[src/rtl/core/mse_pkg.sv]
// ----------------------------------------------------------------------------
// mse_pkg
// Shared widths, constants and codes for the MSE loss and gradient core.
// ----------------------------------------------------------------------------
package mse_pkg;

  // Field widths
  localparam int PRED_W  = 16;  // prediction, signed Q4.12
  localparam int LABEL_W = 8;   // label index
  localparam int GRAD_W  = 18;  // gradient, signed Q6.12
  localparam int LOSS_W  = 32;  // mean loss, Q8.24
  localparam int NCLS_W  = 9;   // num_classes register

  // Datapath widths
  localparam int ERR_W  = 17;   // error p or p - 1.0, signed Q.12
  localparam int MAG_W  = 16;   // error magnitude, at most 36864
  localparam int PROD_W = 32;   // squared error, Q8.24
  localparam int SUM_W  = 48;   // batch accumulator
  localparam int ALU_W  = SUM_W + 1;
  localparam int STEP_W = $clog2(SUM_W);

  // Configuration port
  localparam int APB_DATA_W = 32;
  localparam int APB_ADDR_W = 3;
  localparam int REG_IDX_BIT = 2;  // paddr bit that selects the register

  // Parameter defaults
  localparam int DEF_MAX_CLASSES        = 256;
  localparam int DEF_MAX_BATCH_ELEMENTS = 65536;

  // Constants
  localparam logic [NCLS_W-1:0] NUM_CLASSES_RESET = 9'd10;
  localparam logic [ERR_W-1:0]  ONE_Q12           = 17'd4096;
  localparam logic [SUM_W-1:0]  SUM_MAX           = '1;

  // Register indexes
  localparam logic REG_NUM_CLASSES = 1'b0;

  // Shared adder operation
  typedef enum logic {
    ALU_ADD = 1'b0,
    ALU_SUB = 1'b1
  } alu_op_t;

  // Sequencer states
  typedef enum logic [4:0] {
    S_IDLE = 5'b00001,
    S_MUL  = 5'b00010,
    S_ACC  = 5'b00100,
    S_DIV  = 5'b01000,
    S_OUT  = 5'b10000
  } seq_state_t;

endpackage

[src/rtl/core/mse_if.sv]
// ----------------------------------------------------------------------------
// mse_in_if / mse_out_if
// Valid/ready channels that carry input and result items of the MSE core.
// ----------------------------------------------------------------------------
interface mse_in_if import mse_pkg::*; ();
  logic                      valid;
  logic                      ready;
  logic signed [PRED_W-1:0]  prediction;
  logic        [LABEL_W-1:0] label;
  logic                      last_of_batch;

  modport source (output valid, prediction, label, last_of_batch, input ready);
  modport sink   (input valid, prediction, label, last_of_batch, output ready);
endinterface

interface mse_out_if import mse_pkg::*; ();
  logic                     valid;
  logic                     ready;
  logic signed [GRAD_W-1:0] gradient;
  logic        [LOSS_W-1:0] mean_loss;
  logic                     loss_valid;

  modport source (output valid, gradient, mean_loss, loss_valid, input ready);
  modport sink   (input valid, gradient, mean_loss, loss_valid, output ready);
endinterface

[src/rtl/core/mse_loss_and_gradient_core.sv]
// ----------------------------------------------------------------------------
// mse_loss_and_gradient_core
// MSE loss and gradient against a one-hot target, one class score per item.
// ----------------------------------------------------------------------------
// Input items (din) carry a Q4.12 class score, the sample's label and a
// last-of-batch flag. Each accepted item gives exactly one result item
// (dout): the gradient 2*(p-1) at the label column and 2*p elsewhere, plus,
// on the last item of a batch, the batch mean squared error in Q8.24 with
// loss_valid set. The row width comes from the num_classes register on the
// APB port; write it only while the core is idle.
// One 49-bit adder is shared by the square, accumulate and batch-mean steps:
// the square is a shift-add loop, the accumulate a single add, and the batch
// mean a restoring divide. An ordinary item passes S_MUL, S_ACC and S_OUT
// before its result is loaded into the output register; the last item of a
// batch also passes S_DIV after S_ACC. din.ready is low while an item is
// in work. The result sits in an output register, so a stalled receiver
// does not stop the next item from being accepted and worked on; only its
// hand-off waits. Reset clears the counters, the accumulator and the
// output valid, and sets num_classes to 10.
// ----------------------------------------------------------------------------
module mse_loss_and_gradient_core import mse_pkg::*; #(
  parameter int MAX_CLASSES        = DEF_MAX_CLASSES,
  parameter int MAX_BATCH_ELEMENTS = DEF_MAX_BATCH_ELEMENTS
) (
  input  logic                  clk,
  input  logic                  rst,
  input  logic                  psel,
  input  logic                  penable,
  input  logic                  pwrite,
  input  logic [APB_ADDR_W-1:0] paddr,
  input  logic [APB_DATA_W-1:0] pwdata,
  output logic [APB_DATA_W-1:0] prdata,
  output logic                  pready,
  mse_in_if.sink                din,
  mse_out_if.source             dout
);

  localparam int ROW_W = $clog2(MAX_CLASSES + 1);
  localparam int COL_W = $clog2(MAX_CLASSES);
  localparam int CNT_W = $clog2(MAX_BATCH_ELEMENTS + 1);

  seq_state_t          state;
  logic [ROW_W-1:0]    row_width;
  logic [COL_W-1:0]    column_index;
  logic [SUM_W-1:0]    error_sum;
  logic [CNT_W-1:0]    element_count;
  logic [STEP_W-1:0]   step;
  logic [CNT_W-1:0]    rem;
  logic [PROD_W-1:0]   prod;
  logic [MAG_W-1:0]    mag;
  logic [GRAD_W-1:0]   grad_q;
  logic                last_q;
  logic                out_valid;
  logic [GRAD_W-1:0]   out_gradient;
  logic [LOSS_W-1:0]   out_mean_loss;
  logic                out_loss_valid;

  logic                label_hit;
  logic [ERR_W-1:0]    err_ext;
  logic [ERR_W-1:0]    err;
  logic [ERR_W-1:0]    err_neg;
  logic [MAG_W-1:0]    mag_in;
  logic [ROW_W-1:0]    col_inc;
  logic [COL_W-1:0]    col_next;
  logic [CNT_W-1:0]    count_inc;
  logic [LOSS_W-1:0]   mean_sat;
  logic                div_ok;
  logic                out_load;
  alu_op_t             alu_op;
  logic [ALU_W-1:0]    alu_a;
  logic [ALU_W-1:0]    alu_b;
  logic [ALU_W-1:0]    alu_y;

  mse_cfg #(
    .MAX_CLASSES (MAX_CLASSES)
  ) u_cfg (
    .clk       (clk),
    .rst       (rst),
    .psel      (psel),
    .penable   (penable),
    .pwrite    (pwrite),
    .paddr     (paddr),
    .pwdata    (pwdata),
    .prdata    (prdata),
    .row_width (row_width)
  );

  assign pready = 1'b1;

  mse_alu u_alu (
    .op (alu_op),
    .a  (alu_a),
    .b  (alu_b),
    .y  (alu_y)
  );

  // Error against the one-hot target
  assign label_hit = (int'(column_index) == int'(din.label));
  assign err_ext   = {din.prediction[PRED_W-1], din.prediction};
  assign err       = label_hit ? (err_ext - ONE_Q12) : err_ext;
  assign err_neg   = ERR_W'(0) - err;
  assign mag_in    = err[ERR_W-1] ? err_neg[MAG_W-1:0] : err[MAG_W-1:0];

  // Column counter wraps at the row width
  assign col_inc  = ROW_W'(column_index) + ROW_W'(1);
  assign col_next = (col_inc >= row_width) ? '0 : col_inc[COL_W-1:0];

  // Element count saturates at the batch limit
  assign count_inc = (element_count == CNT_W'(MAX_BATCH_ELEMENTS)) ?
                     element_count : element_count + CNT_W'(1);

  // Quotient ends up in error_sum; clamp to the output width
  assign mean_sat = (|error_sum[SUM_W-1:LOSS_W]) ? '1 : error_sum[LOSS_W-1:0];

  assign div_ok   = ~alu_y[ALU_W-1];
  assign out_load = (state == S_OUT) && (!out_valid || dout.ready);

  // Steer the shared adder
  always_comb begin
    alu_op = ALU_ADD;
    alu_a  = '0;
    alu_b  = '0;
    unique case (state)
      S_MUL: begin
        alu_a = ALU_W'(prod[PROD_W-1:MAG_W]);
        alu_b = prod[0] ? ALU_W'(mag) : '0;
      end
      S_ACC: begin
        alu_a = ALU_W'(error_sum);
        alu_b = ALU_W'(prod);
      end
      S_DIV: begin
        alu_op = ALU_SUB;
        alu_a  = ALU_W'({rem, error_sum[SUM_W-1]});
        alu_b  = ALU_W'(element_count);
      end
      default: begin
        alu_op = ALU_ADD;
      end
    endcase
  end

  // Sequencer and batch state
  always_ff @(posedge clk) begin
    if (rst) begin
      state         <= S_IDLE;
      column_index  <= '0;
      error_sum     <= '0;
      element_count <= '0;
      step          <= '0;
      out_valid     <= 1'b0;
    end else begin
      if (out_load) begin
        out_valid <= 1'b1;
      end else if (dout.ready) begin
        out_valid <= 1'b0;
      end
      unique case (state)
        S_IDLE: begin
          if (din.valid) begin
            column_index  <= din.last_of_batch ? '0 : col_next;
            element_count <= count_inc;
            step          <= STEP_W'(MAG_W - 1);
            state         <= S_MUL;
          end
        end
        S_MUL: begin
          step <= step - STEP_W'(1);
          if (step == '0) begin
            state <= S_ACC;
          end
        end
        S_ACC: begin
          error_sum <= alu_y[SUM_W] ? SUM_MAX : alu_y[SUM_W-1:0];
          if (last_q) begin
            step  <= STEP_W'(SUM_W - 1);
            state <= S_DIV;
          end else begin
            state <= S_OUT;
          end
        end
        S_DIV: begin
          error_sum <= {error_sum[SUM_W-2:0], div_ok};
          step      <= step - STEP_W'(1);
          if (step == '0) begin
            state <= S_OUT;
          end
        end
        S_OUT: begin
          if (out_load) begin
            if (last_q) begin
              error_sum     <= '0;
              element_count <= '0;
            end
            state <= S_IDLE;
          end
        end
        default: begin
          state <= S_IDLE;
        end
      endcase
    end
  end

  // Working registers and output payload
  always_ff @(posedge clk) begin
    if (state == S_IDLE && din.valid) begin
      mag    <= mag_in;
      prod   <= PROD_W'(mag_in);
      grad_q <= {err, 1'b0};
      last_q <= din.last_of_batch;
    end
    if (state == S_MUL) begin
      prod <= {alu_y[MAG_W:0], prod[MAG_W-1:1]};
    end
    if (state == S_ACC) begin
      rem <= '0;
    end
    if (state == S_DIV) begin
      rem <= div_ok ? alu_y[CNT_W-1:0] : {rem[CNT_W-2:0], error_sum[SUM_W-1]};
    end
    if (out_load) begin
      out_gradient   <= grad_q;
      out_loss_valid <= last_q;
      out_mean_loss  <= last_q ? mean_sat : '0;
    end
  end

  assign din.ready       = (state == S_IDLE);
  assign dout.valid      = out_valid;
  assign dout.gradient   = out_gradient;
  assign dout.mean_loss  = out_mean_loss;
  assign dout.loss_valid = out_loss_valid;

  // One item in work at a time
  a_one_item: assert property (@(posedge clk) disable iff (rst)
    din.valid && din.ready |=> !din.ready)
    else $error("item accepted while another was in work");

  // The divider never sees an empty batch
  a_div_count: assert property (@(posedge clk) disable iff (rst)
    state == S_DIV |-> element_count != '0)
    else $error("divide with zero element count");

  // Column stays inside the largest row
  a_col_range: assert property (@(posedge clk) disable iff (rst)
    int'(column_index) < MAX_CLASSES)
    else $error("column index out of range");

endmodule

[src/rtl/core/mse_cfg.sv]
// ----------------------------------------------------------------------------
// mse_cfg
// APB register block: holds num_classes and derives the effective row width.
// ----------------------------------------------------------------------------
module mse_cfg import mse_pkg::*; #(
  parameter  int MAX_CLASSES = DEF_MAX_CLASSES,
  localparam int ROW_W       = $clog2(MAX_CLASSES + 1)
) (
  input  logic                  clk,
  input  logic                  rst,
  input  logic                  psel,
  input  logic                  penable,
  input  logic                  pwrite,
  input  logic [APB_ADDR_W-1:0] paddr,
  input  logic [APB_DATA_W-1:0] pwdata,
  output logic [APB_DATA_W-1:0] prdata,
  output logic [ROW_W-1:0]      row_width
);

  logic [NCLS_W-1:0] num_classes;
  logic              wr_en;
  logic              sel_ncls;

  assign wr_en    = psel & penable & pwrite;
  assign sel_ncls = (paddr[REG_IDX_BIT] == REG_NUM_CLASSES);

  // Write the register in the access phase
  always_ff @(posedge clk) begin
    if (rst) begin
      num_classes <= NUM_CLASSES_RESET;
    end else if (wr_en && sel_ncls) begin
      num_classes <= pwdata[NCLS_W-1:0];
    end
  end

  // Read back
  assign prdata = sel_ncls ? APB_DATA_W'(num_classes) : '0;

  // Zero or oversized widths act as the largest row
  always_comb begin
    if (num_classes == '0 || int'(num_classes) > MAX_CLASSES) begin
      row_width = ROW_W'(MAX_CLASSES);
    end else begin
      row_width = ROW_W'(num_classes);
    end
  end

endmodule

[src/rtl/core/mse_alu.sv]
// ----------------------------------------------------------------------------
// mse_alu
// Shared adder/subtractor for the multiply, accumulate and divide steps.
// ----------------------------------------------------------------------------
module mse_alu import mse_pkg::*; (
  input  alu_op_t          op,
  input  logic [ALU_W-1:0] a,
  input  logic [ALU_W-1:0] b,
  output logic [ALU_W-1:0] y
);

  logic [ALU_W-1:0] b_eff;

  // Invert b and carry in one to subtract
  assign b_eff = (op == ALU_SUB) ? ~b : b;
  assign y     = a + b_eff + ALU_W'(op == ALU_SUB);

endmodule

[src/flat_wrapper.sv]
// flat-port wrapper written by rule: the top's interface ports become plain ports
module mse_loss_and_gradient_core_flat import mse_pkg::*;
#(
  parameter int MAX_CLASSES        = DEF_MAX_CLASSES,
  parameter int MAX_BATCH_ELEMENTS = DEF_MAX_BATCH_ELEMENTS
)
  (clk, rst, psel, penable, pwrite, paddr, pwdata, prdata, pready, din_valid, din_prediction, din_label, din_last_of_batch, din_ready, dout_valid, dout_gradient, dout_mean_loss, dout_loss_valid, dout_ready);
  mse_in_if din_i ();
  mse_out_if dout_i ();
  input  logic clk;
  input  logic rst;
  input  logic psel;
  input  logic penable;
  input  logic pwrite;
  input  logic [APB_ADDR_W-1:0] paddr;
  input  logic [APB_DATA_W-1:0] pwdata;
  output logic [APB_DATA_W-1:0] prdata;
  output logic pready;
  input wire logic [$bits(din_i.valid)-1:0] din_valid;
  input wire logic [$bits(din_i.prediction)-1:0] din_prediction;
  input wire logic [$bits(din_i.label)-1:0] din_label;
  input wire logic [$bits(din_i.last_of_batch)-1:0] din_last_of_batch;
  output wire logic [$bits(din_i.ready)-1:0] din_ready;
  output wire logic [$bits(dout_i.valid)-1:0] dout_valid;
  output wire logic [$bits(dout_i.gradient)-1:0] dout_gradient;
  output wire logic [$bits(dout_i.mean_loss)-1:0] dout_mean_loss;
  output wire logic [$bits(dout_i.loss_valid)-1:0] dout_loss_valid;
  input wire logic [$bits(dout_i.ready)-1:0] dout_ready;
  assign din_i.valid = din_valid;
  assign din_i.prediction = din_prediction;
  assign din_i.label = din_label;
  assign din_i.last_of_batch = din_last_of_batch;
  assign din_ready = din_i.ready;
  assign dout_valid = dout_i.valid;
  assign dout_gradient = dout_i.gradient;
  assign dout_mean_loss = dout_i.mean_loss;
  assign dout_loss_valid = dout_i.loss_valid;
  assign dout_i.ready = dout_ready;
  mse_loss_and_gradient_core #(.MAX_CLASSES(MAX_CLASSES), .MAX_BATCH_ELEMENTS(MAX_BATCH_ELEMENTS)) u_core (.clk(clk), .rst(rst), .psel(psel), .penable(penable), .pwrite(pwrite), .paddr(paddr), .pwdata(pwdata), .prdata(prdata), .pready(pready), .din(din_i), .dout(dout_i));
endmodule
[config.mk]
export PLATFORM = sky130hd
export DESIGN_NAME = mse_loss_and_gradient_core_flat
export DESIGN_NICKNAME = d
export VERILOG_FILES = /design/src/rtl/core/mse_pkg.sv /design/src/rtl/core/mse_if.sv /design/src/rtl/core/mse_loss_and_gradient_core.sv /design/src/rtl/core/mse_cfg.sv /design/src/rtl/core/mse_alu.sv /design/src/flat_wrapper.sv
export SDC_FILE = /design/constraint.sdc
export NUM_CORES = 1
export LEC_CHECK = 0
export BUFFER_PORTS_ARGS = -buffer_cell sky130_fd_sc_hd__buf_2
export CELL_PAD_IN_SITES_DETAIL_PLACEMENT = 0
export CELL_PAD_IN_SITES_GLOBAL_PLACEMENT = 2
export CORE_ASPECT_RATIO = 0.6
export CORE_MARGIN = 2
export CORE_UTILIZATION = 40
export DETAILED_ROUTE_END_ITERATION = 16
export GPL_ROUTABILITY_DRIVEN = 0
export PLACE_DENSITY_LB_ADDON = 0.05
export SLEW_MARGIN = 25
export SYNTH_ARGS = -nofsm -noshare
export SYNTH_HDL_FRONTEND = slang
export SYNTH_SLANG_ARGS = --single-unit
[constraint.sdc]
create_clock -name clk -period 16 [get_ports clk]
set_input_delay 3.2 -clock clk [delete_from_list [all_inputs] [get_ports clk]]
set_output_delay 3.2 -clock clk [all_outputs]
set_load 0.005 [all_outputs]
# Yosys cells after proc, flatten, opt, wreduce, memory -nomap -nowiden
# Cells that the tools add are included.
# classes
n_reduce_logical	21
n_mux	37
magnitude_cmp	2
n_addsub	7
eq_ne	14
n_bitwise	5
# ops
op	n
48-bit case mux with 3 select lines	2
49-bit case mux with 3 select lines	1
48-bit 2-to-1 mux	3
17-bit 2-to-1 mux	8
32-bit 2-to-1 mux	3
49-bit by 1-bit adder with 49-bit output	1
49-bit adder	1
49-bit 2-to-1 mux	1
49-bit inverter	1
17-bit case mux with 2 select lines	1
16-bit 2-to-1 mux	2
5-bit 2-to-1 mux	5
5-bit case mux with 5 select lines	1
9-bit 2-to-1 mux	2
6-bit case mux with 3 select lines	1
17-bit by 1-bit adder with 17-bit output, second input constant	1
17-bit equality test, second input constant	1
16-bit by 14-bit subtractor with 17-bit output, second input constant	1
8-bit 2-to-1 mux	2
16-bit OR reduction	1
1-bit by 16-bit subtractor with 16-bit output, first input constant	1
6-bit 2-to-1 mux	2
2-bit by 1-bit != test with 1-bit output, second input constant	5
8-bit by 1-bit adder with 9-bit output, second input constant	1
other kinds (25)	38
# totals
output_inout_bits	86
reg_bits	227

# Logic depth before layout (Yosys ltp)
# logic_depth
ltp_word	8
mapped_depth	26
ltp_nobuf	21

# By module
# From an unflattened synthesis, not the netlist that was laid out.
# unflattened
cells_unflattened	1567
hier_area_um2	14833.0
# by_module_without_submodules
module	cells_each	n_inst	seq_area_each_um2	area_each_um2
mse_loss_and_gradient_core	1014	1	5665.4	10729.0
mse_alu	467	1	0.0	3369.5
mse_cfg	86	1	180.2	734.5

# Least setup slack after synthesis
# OpenSTA, ideal clock, no wires.
# synth_timing
path_type	input to output
start	input port paddr[2]
end	output port prdata[0]
slack_ps	9271
t_arrival_ps	3529
stages	2
n_path_buf	1
path_cell_list	clkbuf_1 > nor2b_1
# synth_via
elab_chain_cells	1
# synth_lines
element	line	rtl
start, declared	flat_wrapper.sv:15	input logic [APB_ADDR_W-1:0] paddr;
9-bit 2-to-1 mux	mse_cfg.sv:37	assign prdata = sel_ncls ? APB_DATA_W'(num_classes) : '0;
end, declared	flat_wrapper.sv:17	output logic [APB_DATA_W-1:0] prdata;
# Every way passes these cells.

# Worst setup path in the final report
# layout_timing
start	register u_core.state[4]
end	register u_core.error_sum[19]
# layout_via
elab_chain_cells	8
elab_cells_between_ends	18
classes_between	add/sub: 2; eq/ne: 6; mux: 6; bitwise: 1; reduce/logical: 3
# layout_lines
element	line	rtl
start, declared	mse_loss_and_gradient_core.sv:42	seq_state_t state;
start signal, assigned	mse_loss_and_gradient_core.sv:146	state <= S_IDLE;
start signal, assigned	mse_loss_and_gradient_core.sv:164	state <= S_MUL;
start signal, assigned	mse_loss_and_gradient_core.sv:170	state <= S_ACC;
5-bit by 4-bit equality test with 1-bit output, or another cell as far along	mse_loss_and_gradient_core.sv:123, mse_loss_and_gradient_core.sv:158	
49-bit case mux with 3 select lines	mse_loss_and_gradient_core.sv:123	unique case (state)
49-bit inverter	mse_alu.sv:15	assign b_eff = (op == ALU_SUB) ? ~b : b;
49-bit 2-to-1 mux	mse_alu.sv:15	
49-bit adder	mse_alu.sv:16	assign y = a + b_eff + ALU_W'(op == ALU_SUB);
49-bit by 1-bit adder with 49-bit output	mse_alu.sv:16	
48-bit 2-to-1 mux	mse_loss_and_gradient_core.sv:174	error_sum <= alu_y[SUM_W] ? SUM_MAX : alu_y[SUM_W-1:0];
48-bit case mux with 3 select lines	mse_loss_and_gradient_core.sv:158	unique case (state)
end signal, assigned	mse_loss_and_gradient_core.sv:174	
end signal, assigned	mse_loss_and_gradient_core.sv:183	error_sum <= {error_sum[SUM_W-2:0], div_ok};
end, declared	mse_loss_and_gradient_core.sv:45	logic [SUM_W-1:0] error_sum;
# Several ways; a longest one is shown, not always the timed one.
# A chain may end at the register's enable or synchronous reset.

==> impl_metrics.csv <==
group,metric,value,unit
power,p_leak,0.00635,uW
sta,hold_viol,0,
power,powerDensity,89.3,nW/um^2
finish,drive_gt1_share,12.7,%
global_route,track_usage,24.8,%
routing,vias,11900,
clock_tree,cts-root-buf,"clkbuf_16",
sta,setup_viol,0,
global_route,antenna_found_initial,1,
die,die-area,36500,sq um
logic_synthesis,seq_area_frac_synth,41.8,%
routing,post_drt_wl_per_cell,21.7,um
clock_tree,cts_max_level,1,
place,place.port_buffers,102,
die,coreArea,34100,sq um
routing,drtAntennaViolNets,0,
power,intPower,1060,uW
worst_setup_path,slowest_delay,0.63,ns
worst_setup_path,crit_family,"compound AO/OA/AOI/OAI gates",
worst_setup_path,crit_cells,21,
worst_setup_path,slowest_stage,"nand2b_1",
place,place_ws,8.99,ns
logic_synthesis,synth.avg_cell_area,9.08,sq um
sta,fin_crit,7.13,ns
power,total_power,1400,uW
clock_tree,cts_tree,"yes",
logic_synthesis,synth_cells,1540,
die,start_util,41.0,%
worst_setup_path,path_max_fanout,56,
worst_setup_path,crit_path_end_kind,"register",
clock_tree,clk_latency,0.55,ns
power,seq_power_share,46.9,%
global_route,grt-ovfl-total,0,
routing,detail_route.wirelength,45.1,mm
worst_setup_path,worstReg2RegStart,"u_core.state[4]",
sta,slew_headroom,35.3,%
routing,drcViolationCount,0,
clock_tree,postCtsHoldBufs,0,
logic_synthesis,synthFlopType,"edfxtp_1",
sta,worstMarginPinSlew,0.969,ns
power,power_frac_clock,45.8,%
clock_tree,cts_sinks,226,
min_path,hold-path-cell-count,0,
sta,fin_tns_setup,0,ns
worst_setup_path,crit_type,"reg -> reg",
die,row_count,52,
logic_synthesis,netlist.area_leader.share,28.4,%
worst_setup_path,r2r_cells,21,
worst_setup_path,arrival,7.54,ns
worst_setup_path,worstPathCellList,"nor3_2 -> buf_4 -> and2_2 -> buf_4 -> a22oi_1 -> nand2_1 -> ha_1 -> a21oi_1 -> o211ai_1 -> a211oi_1 -> a21oi_1 -> o21ai_1 -> a31oi_1 -> or2_1 -> nand4_1 -> a21oi_1 -> ha_2 -> buf_4 -> nand2b_1 -> a211oi_1 -> a2111oi_0",
logic_synthesis,ys_warn_count,0,
clock_tree,cts_buffers,26,
place,place_hpwl,31.4,mm
power,vdd_ir_drop_max,61.6,uV
global_route,grt_pass1_wl,69.9,mm
logic_synthesis,synth_edf_count,132,
worst_setup_path,worst-path-buf-inv,3,
sta,timing.fmax,140,MHz
sta,fin_skew,0.0178,ns
logic_synthesis,synth-seq-cells,226,
routing,drt_iter0_drc,1089,
global_route,grt_start_max_net_pins,74,
power,power_switching,337,uW
die,die_h,149,um
clock_tree,cts_resized,0,
sta,setup_ws,8.87,ns
power,swShare,24.0,%
clock_tree,post-cts-setup-buffers,0,
worst_setup_path,critPathLaunchType,"register",
die,boundaryPins,153,
logic_synthesis,synth.area.top_cells,"edfxtp_1 (28%), dfxtp_1 (13%), ha_1 (5.8%)",
sta,slew_viol_final,0,
worst_setup_path,cp-startpoint,"u_core.state[4]",
logic_synthesis,yosys.area.top_type,"edfxtp_1",
clock_tree,clock_path_buffers,3,
finish,antenna_cells,0,
logic_synthesis,synthArstFlopShare,0,%
status,status,"complete, no violations",
sta,final.period_utilization,44.6,%
routing,drt-pass1-iter-count,5,
clock_tree,path_clk_slew,0.06,ns
die,die_w,245,um
power,p_comb_share,7.3,%
sta,rsz0062_at_grt,"no",
min_path,hp-class,"reg -> reg",
worst_setup_path,worstPathRequired,16.41,ns
min_path,worstHoldStart,"u_core.grad_q[4]",
logic_synthesis,syn-cell-area,14000,sq um
logic_synthesis,synth_cell_type_count,80,
routing,via_per_inst,5.75,
job,cap_violations,0,
finish,syn_to_final_growth,12.3,%
global_route,grt_pass1_vias,11400,
finish,nets,1730,
final timing paths:
path                                           endpoint  slack (ns)
worst max-delay path               u_core.error_sum[19]        8.87
worst min-delay path            u_core.dout.gradient[4]        0.42
worst max register to register     u_core.error_sum[19]        8.87
worst min register to register  u_core.dout.gradient[4]        0.42
cells in the mapped netlist (21+ instances only):
cell type  instances
buf_4             25
a22oi_1           21
nand2_1          179
o21a_1            34
a211oi_1          27
nand3_1           24
ha_1              65
nor2_1           160
edfxtp_1         132
inv_1             25
o21ai_0           50
nor3_1            30
a21oi_1          115
clkbuf_1          77
xor2_1            42
xnor2_1           42
a21o_1            32
and3_1            42
dfxtp_1           94
per-layer routing:
layer	wire length (um)	global-route usage (%)	part of all wire (%)	vias to the layer above
met2	17300	33.0	38	370
met1	24400	41.8	54	5775
li1	-	-	-	5755
met3	2820	3.24	6.2	36
met5	0	0	0	-
met4	564	3.61	1.2	0
power groups by stage:
stage	clock, uW	combinational, uW	sequential [uW]
2_1_floorplan	0	70.8	663
3_3_place_gp	0	101	669
3_5_place_dp	0	102	669
4_1_cts	655	102	657
5_1_grt	675	113	659
6_report	642	102	657
layout make-up:
class | instances | area, sq um
Timing Repair Buffer | 121 | 653
Fill cell | 3381 | 18400
Clock buffer | 31 | 691
Tap cell | 459 | 574
Inverter | 29 | 109
Sequential cell | 226 | 5850
Multi-Input combinational cell | 1193 | 7610
Clock inverter | 17 | 213
cells by family (layout without fill, tap and decap cells):
logic type,Yosys count,in the layout,synth area share (%)
XOR/XNOR,84,84,5.26
AO/OA/AOI/OAI,425,425,21.0
multiplexers,33,33,2.51
buffers and inverters,144,198,4.56
adder cells (fa/ha/maj),66,66,5.96
other,2,25,0.0537
flip-flops,226,226,41.8
AND/OR/NAND/NOR,560,560,18.9
per-stage QoR:
step	area [sq um]	utilization [%]	hold WS, ns	std cells
6_report	15700	46.1	0.416	2076
4_1_cts	15700	46.0	0.413	2076
5_1_grt	15700	46.1	0.413	2076
3_5_place_dp	14800	43.4	0.405	2028
3_3_place_gp	14800	43.4	0.402	2028
2_1_floorplan	14100	-	0.400	1563
state kept, by name, indices dropped and copies added (netlist names), 5 cells and up:
register	count
u_core.column_index	8
u_core.dout.gradient	17
u_core.dout.mean_loss	32
u_core.element_count	17
u_core.error_sum	48
u_core.grad_q	16
u_core.mag	16
u_core.prod	32
u_core.rem	17
u_core.state	5
u_core.step	6
u_core.u_cfg.num_classes	9
cells in the final DEF, fill, tap and decap left out, drive strengths merged, types with 6 or more instances in the layout:
master	netlist	layout
clkinv	0	10
xor2	42	42
dfxtp	94	94
o21ai	62	62
a221o	18	18
nor4	20	20
a21oi	116	116
edfxtp	132	132
nor2b	15	15
mux2	16	16
a22oi	21	21
buf	38	121
conb	2	25
a31oi	9	9
o211ai	18	18
o21bai	11	11
o21a	34	34
xnor2	42	42
nand4	20	20
a2111oi	6	6
a21o	32	32
a311oi	12	12
nand3	24	24
inv	29	29
nand2b	15	15
and2	21	21
clkbuf	77	31
a211oi	28	28
mux2i	17	17
a221oi	21	21
ha	65	65
nor2	160	160
o31ai	7	7
and4	6	6
and3	42	42
nand2	179	179
nor3	30	30
or3	11	11
No activity file was read; power rests on OpenSTA's default activity.
